File: src/rtl/mpc_ram.sv
module mpc_ram #(
   parameter int WIDTH = 8,
   parameter int DEPTH = 64
) (
   input  logic                                         clock,
   input  logic                                         wr_en,
   input  logic [(DEPTH > 1 ? $clog2(DEPTH) : 1)-1:0]   wr_addr,
   input  logic [WIDTH-1:0]                             wr_data,
   input  logic [(DEPTH > 1 ? $clog2(DEPTH) : 1)-1:0]   rd_addr,
   output logic [WIDTH-1:0]                             rd_data
);

   logic [WIDTH-1:0] mem_ff [DEPTH];
   logic [WIDTH-1:0] rd_data_ff;

   always_ff @(posedge clock) begin
      if (wr_en) begin
         mem_ff[wr_addr] <= wr_data;
      end
      rd_data_ff <= mem_ff[rd_addr];
   end

   assign rd_data = rd_data_ff;

endmodule

File: config.mk
export PLATFORM = sky130hd
export DESIGN_NAME = mpc_ram
export DESIGN_NICKNAME = d
export VERILOG_FILES = /design/src/rtl/mpc_ram.sv
export SDC_FILE = /design/constraint.sdc
export NUM_CORES = 1
export LEC_CHECK = 0
export ABC_AREA = 1
export BUFFER_PORTS_ARGS = -buffer_cell sky130_fd_sc_hd__buf_4
export CORE_MARGIN = 1.5
export CORE_UTILIZATION = 57
export DETAILED_ROUTE_END_ITERATION = 16
export PLACE_DENSITY_LB_ADDON = 0.1
export SYNTH_ARGS = -nofsm -noshare
export SYNTH_HDL_FRONTEND = slang
export SYNTH_SLANG_ARGS = --single-unit
File: constraint.sdc
create_clock -name clock -period 1.75 [get_ports clock]
set_input_delay 0.0875 -clock clock [delete_from_list [all_inputs] [get_ports clock]]
set_output_delay 0.0875 -clock clock [all_outputs]
set_load 0.03 [all_outputs]
==> results_dict.tcl <==
set metrics [dict create \
    crit_required_ns 2.23 \
    clock_skew_ns 0.0178 \
    dp_cells 2330 \
    io_pins 30 \
    syn_to_final_growth_pct 14.5 \
    coreArea_um2 36700 \
    total_power_mw 26.2 \
    worstSetupPathType "register to register" \
    detail-route-antenna-nets 0 \
    clock_sinks 520 \
    yosysWarnings 0 \
    syn_nets 1827 \
    fin_crit_ns 1.40 \
    firstDrtPassIters 5 \
    setup_slack_ns 0.345 \
    fin_cells 2432 \
    drc 0 \
    place_area_um2 22700 \
    synth_area_leaders "edfxtp_1 (72%), nand2_1 (11%), nand3_1 (10%), buf_6 (1.8%), nor2_1 (0.99%)" \
    die-area_um2 38600 \
    ctsHoldBuffers 9 \
    portBuffers 29 \
    p_per_area_nw_per_um2 1070 \
    grt_overflow 0 \
    slew_headroom_pct 51.1 \
    antenna_found_initial 0 \
    syn-instance-count 1805 \
    clkLatencyLatePin_ns 0.59 \
    drtIter0Drc 1391 \
    pre_cts_slack_ns 0.0389 \
    gp_congestion 0.920 \
    synth_area_leader_cell "edfxtp_1" \
    clk_pin_slew_ns 0.06 \
    cts_made_buffers 51 \
    drv_slew 0 \
    post-route-cell-area_um2 24400 \
    routedWlPerCell_um 21.5 \
    diodes 0 \
    cp-start-kind "register" \
    finalCritPeriodShare_pct 80.3 \
    grt_setup_unrepaired "no" \
    hold_viol_final 0 \
    cts-resized-gates 0 \
    fin_nets 1946 \
    finalHoldWorstSlack_ns 0.0524 \
    tightest_slew_ns 0.733 \
    viasPerCell 5.82 \
    track_usage_pct 28.0 \
    end_kind "register" \
    max_freq_ghz 0.712 \
    yosysUniqueCellTypes 16 \
    syn-mean-instance-area_um2 11.8 \
    status "finished, final reports clean" \
    crit_fanout 1 \
    wl_um 52400 \
    grt_pass1_vias 13500 \
    irDropWorstVdd_uv 912 \
    finalSetupViolCount 0 \
    rows 70 \
    drv_cap 0 \
    chipHeight_um 196 \
    min_path_type "input port to register" \
    cts_buffer_depth 3 \
    synth_area_um2 21300 \
    cts-root-buf "clkbuf_16" \
    num_vias 14200 \
    cts_tree "yes" \
    arrival_ns 1.88 \
    synth-seq-cells 520 \
    grt_max_degree 65 \
    grt_pass1_wl_um 80100 \
    final.setup.tns_ns 0 \
    floorplan.die.width_um 196 \
    initial_core_util_pct 58.1 \
    fin_util_pct 66.6 \
    final_layout_size_suffix_gt1_share_pct 12.3 \
    synth_top_area_share_pct 72.0 \
    hpwl_um 32500 \
    h-tree-depth 2 \
    post_cts_buffers 0 \
    ys_seq_area_share_pct 72.8 \
    leakagePower_nw 9.05 \
]
==> cells by family after synthesis <==
group	share of synthesized area [%]
buffers and inverters	4.02
flip-flops	72.8
AND/OR/NAND/NOR	23.2
==> cell usage after synthesis <==
library cell  count
inv_2             1
buf_2            37
clkbuf_1         15
dfxtp_1           8
nand2_1         648
nand3_1         439
edfxtp_1        512
buf_1            10
inv_1            10
nor4_1            8
nand4_1           9
nor2_1           56
inv_6             1
buf_6            35
buf_4            14
buf_8             2
==> critical path, cell delays in order, from the launching register on <==
cell and delay (ns):
edfxtp_1 0.37, nand2_1 0.07, nand3_1 0.08, nand3_1 0.14
nand2_1 0.15, nand2_1 0.15, nand3_1 0.08, nand3_1 0.19
nand2_1 0.08
==> final cells by class <==
type | instances | area, µm²
inverter | 12 | 52.6
multi-input combinational | 1160 | 4950
clock buffer | 73 | 1430
clock inverter | 20 | 168
tap | 468 | 586
timing repair buffer | 179 | 1710
fill | 2706 | 12300
sequential | 520 | 15500
==> cell usage in the layout (no fill, tap or decap), types with 3 or more instances in the layout <==
cell type,instances
nand3_1,439
nand4_1,9
buf_4,142
clkbuf_1,17
clkbuf_16,53
nor4_1,8
inv_1,9
bufinv_16,3
edfxtp_1,512
clkinv_2,8
nand2_1,648
dlygate4sd3_1,9
clkbuf_8,3
dfxtp_1,8
clkinv_1,8
nor2_1,56
buf_12,27
==> state kept, by name, indices dropped and copies added (netlist names) <==
register / count
mem_ff: 512
rd_data: 8
==> worst paths after layout <==
| kind | startpoint | to | slack (ns) | depth (start not counted) |
|---|---|---|---|---|
| hold reg to reg | mem_ff[44][7] | rd_data[7] | 0.79 | 8 |
| hold / removal | wr_addr[2] | mem_ff[51][1] | 0.05 | 3 |
| setup reg to reg | mem_ff[3][3] | rd_data[3] | 0.35 | 8 |
| setup / recovery | mem_ff[3][3] | rd_data[3] | 0.35 | 8 |
==> power breakdown <==
part / switching, mW / internal [mW] / leakage, nW / total (mW)
registers: 0.0339 / 13.8 / 4.67 / 13.8
clock network: 4.43 / 6.10 / 0.781 / 10.5
logic: 1.28 / 0.564 / 3.59 / 1.84
total: 5.74 / 20.4 / 9.05 / 26.2
==> per-layer routing <==
| layer | track usage, % | vias to the layer above | routed length [µm] |
|---|---|---|---|
| li1 | - | 6591 | - |
| met1 | 39.7 | 6925 | 21900 |
| met2 | 45.5 | 547 | 25200 |
| met3 | 4.06 | 90 | 4030 |
| met4 | 8.29 | 0 | 1270 |
| met5 | 0 | - | 0 |
(Power assumes the default switching activity.)
