<file path="src/rtl/mpc_pkg.sv">
package mpc_pkg;

   // Operation codes carried by req_operation.
   localparam logic [2:0] OP_WRITE_MOUNT = 3'd0;
   localparam logic [2:0] OP_SET_VALID   = 3'd1;
   localparam logic [2:0] OP_PATH_BYTE   = 3'd2;
   localparam logic [2:0] OP_READ_COUNT  = 3'd3;
   localparam logic [2:0] OP_CLEAR_COUNT = 3'd4;

   // Result kinds carried by rsp_result_kind.
   localparam logic KIND_READ_ANSWER = 1'b0;
   localparam logic KIND_PATH_REPORT = 1'b1;

   localparam logic [7:0] SLASH_CHAR = 8'h2F;
   localparam logic [7:0] NUL_CHAR   = 8'h00;

   localparam int MASK_BITS  = 30;
   localparam int COUNT_BITS = 32;

   // Outcome of comparing one mount byte against one path byte.
   typedef struct packed {
      logic drop;   // entry leaves the set still being compared
      logic hit;    // entry's mount point ended at a path boundary
   } cmp_out_type;

endpackage

</file>
<file path="src/rtl/mpc_match_unit.sv">
module mpc_match_unit import mpc_pkg::*; (
   input  logic [7:0]  mount_byte,
   input  logic [7:0]  path_byte,
   input  logic        pos_first,
   input  logic        pos_second,
   output cmp_out_type result
);

   logic mount_end;

   assign mount_end = (mount_byte == NUL_CHAR);

   // A mount point that ends here matches only if it was non-empty and the path
   // is at a component boundary. A one-byte mount matches on its first byte alone.
   assign result.hit  = mount_end && !pos_first &&
                        (pos_second || path_byte == SLASH_CHAR || path_byte == NUL_CHAR);
   assign result.drop = mount_end || (path_byte != mount_byte);

endmodule
</file>
<file path="config.mk">
export PLATFORM = sky130hd
export DESIGN_NAME = mpc_match_unit
export DESIGN_NICKNAME = d
export VERILOG_FILES = /design/src/rtl/mpc_pkg.sv /design/src/rtl/mpc_match_unit.sv
export SDC_FILE = /design/constraint.sdc
export NUM_CORES = 1
export LEC_CHECK = 0
export BUFFER_PORTS_ARGS = -buffer_cell sky130_fd_sc_hd__clkbuf_2
export CAP_MARGIN = 20
export CORE_AREA = 2 2 39 41
export DETAILED_ROUTE_END_ITERATION = 6
export DIE_AREA = 0 0 41 43
export PLACE_DENSITY = 0.39
export SLEW_MARGIN = 20
export SYNTH_ARGS = -nofsm -noshare
export SYNTH_HDL_FRONTEND = slang
export SYNTH_SLANG_ARGS = --single-unit
</file>
<file path="constraint.sdc">
create_clock -name vclk -period 0.8
set_input_delay 0.04 -clock vclk [all_inputs]
set_output_delay 0.04 -clock vclk [all_outputs]
set_load 0.02 [all_outputs]
</file>
==> impl_metrics.ini <==
[detailed_routing]
via_per_inst = 3.93
met2_length_um = 256
final_antenna_net_count = 0
wl_per_cell_um = 9.42
met3WireLength_um = 102
wl_met1_um = 290
drt-initial-drc-count = 0
wl_um = 650
drc = 0
first_pass_iters = 1
highest_layer = met3
via_count = 271

[place]
gp_congestion = 0.662
pre_cts_slack_ns = -0.337
dp_cells = 69
portBuffers = 20

[die]
die_w_um = 41
dieArea_mm2 = 0.00176
core_area_mm2 = 0.00138
start_util_pct = 11.8
rows = 14
num_io_pins = 20
die_h_um = 43

[timing]
fin_ws_ns = -0.299
rsz0062_at_grt = true
fin_tns_setup_ns = -0.476
fmax_mhz = 910
maxSlewViolCount = 0
min_period_ns = 1.10
report.final.setup_viol = 2
max-slew-margin-rel_pct = 79.3
worst_pin_slew_ns = 0.302
hold_viol_final = 0
timing.final.crit_share_pct = 137

[layout]
num-clock-buffers = 0
nets = 73
drive_gt1_share_pct = 77.4
area_growth_pct = 187
nFlopsAndLatches = 0
nFillCells = 155
regArea_um2 = 0
antenna-diode-count = 0
utilization_pct = 34.0
multi_input_area_um2 = 214
final_cells = 69

[yosys]
syn_inst = 21
synth.distinct_cells = 11
avgSynthCellArea_um2 = 7.81
yosysSeqAreaShare_pct = 0
syn-num-nets = 39
yosys_warnings = 0
synth_area_um2 = 164

[min_path]
hold_path.class = input port to output pin
min_path_cells = 3

[worst_setup_path]
cp-start-kind = input port
required_ns = 0.76
endpoint_kind = output pin
cp.arrival_ns = 1.06
crit_fanout = 3
crit_type = input port to output pin

[global_routing]
grt_max_degree = 4
grt_pass1_vias = 265
grt_overflow = 0
grt_pass1_wl_um = 1010
antenna_found_initial = 0
grtUsageTotal_pct = 7.69

[power_and_ir_drop]
power_density_mw_per_mm2 = 426
netSwitchingPower_mw = 0.0825
power_frac_seq_pct = 0
ir_drop_mv = 0.187
power_frac_clock_pct = 0
p_sw_share_pct = 41.1
p_int_mw = 0.118
leakage_nw = 0.215
combinationalPowerShare_pct = 100.0

[job]
max_cap_violations = 0

[status]
outcome = finished, violations left
violations = negative setup slack

[clock_network]
post_cts_buffers = 0
==> power groups by stage <==
stage	registers, mW	clock network (mW)	logic (mW)
after floorplan	0	0	0.0439
after global placement	0	0	0.161
after detailed placement	0	0	0.161
after CTS	0	0	0.164
after global routing	0	0	0.219
final	0	0	0.200
==> what timing repair did <==
item	in CTS	in global routing
gates resized for setup	2	21
pin swaps	1	5
endpoints found under the setup margin	2	2
hold buffers	0	0
==> layout make-up <==
class	instances	area share (%)
Inverter	1	0.798
Multi-Input combinational cell	20	45.5
Tap cell	16	4.26
Timing Repair Buffer	32	49.5
==> worst paths after layout <==
check / start / to / slack (ns)
max: path_byte[0] / result[0] / -0.30
min: pos_first / result[0] / 0.36
==> per-layer routing <==
metal	global-route usage [%]	vias up
met5	0	-
met2	11.3	19
met4	0	0
met3	1.57	0
li1	-	141
met1	12.0	111
==> cells in the mapped netlist, drive strengths merged <==
cell	instances	area, µm²
xor2	8	70.1
nor4	5	37.5
a2111oi	1	15.0
and4	1	10.0
inv	1	3.75
mux2i	1	10.0
nand2	1	3.75
nand3	1	5.00
nor2	1	3.75
nor3	1	5.00
==> through the flow <==
step	hold WS (ns)	instance area (µm²)	total power [mW]
floorplan	0.110	176	0.0439
global placement	0.368	387	0.161
detailed placement	0.362	387	0.161
CTS	0.372	395	0.164
global route	0.382	470	0.219
finish	0.362	470	0.200
==> placed cells by master, fill, tap and decap left out, drive strengths merged <==
| cell | netlist | final |
|---|---|---|
| xor2 | 8 | 8 |
| a2111oi | 1 | 1 |
| nor4 | 5 | 5 |
| and4 | 1 | 1 |
| clkbuf | 0 | 15 |
| mux2i | 1 | 1 |
| nand3 | 1 | 1 |
| nand2 | 1 | 1 |
| inv | 1 | 1 |
| nor3 | 1 | 1 |
| nor2 | 1 | 1 |
| buf | 0 | 17 |
==> kinds of logic (layout without fill, tap and decap cells) <==
group	after synthesis	count (layout)	synth area share, %
compound gates	1	1	9.16
simple gates	10	10	39.7
xor+xnor	8	8	42.7
mux	1	1	6.11
buf+inv	1	33	2.29
==> worst max-delay path, cell delays in order <==
cell	delay, ns
buf_8	0.10
nor4_2	0.26
mux2i_1	0.16
a2111oi_4	0.31
buf_4	0.19
(Power assumes the default switching activity.)
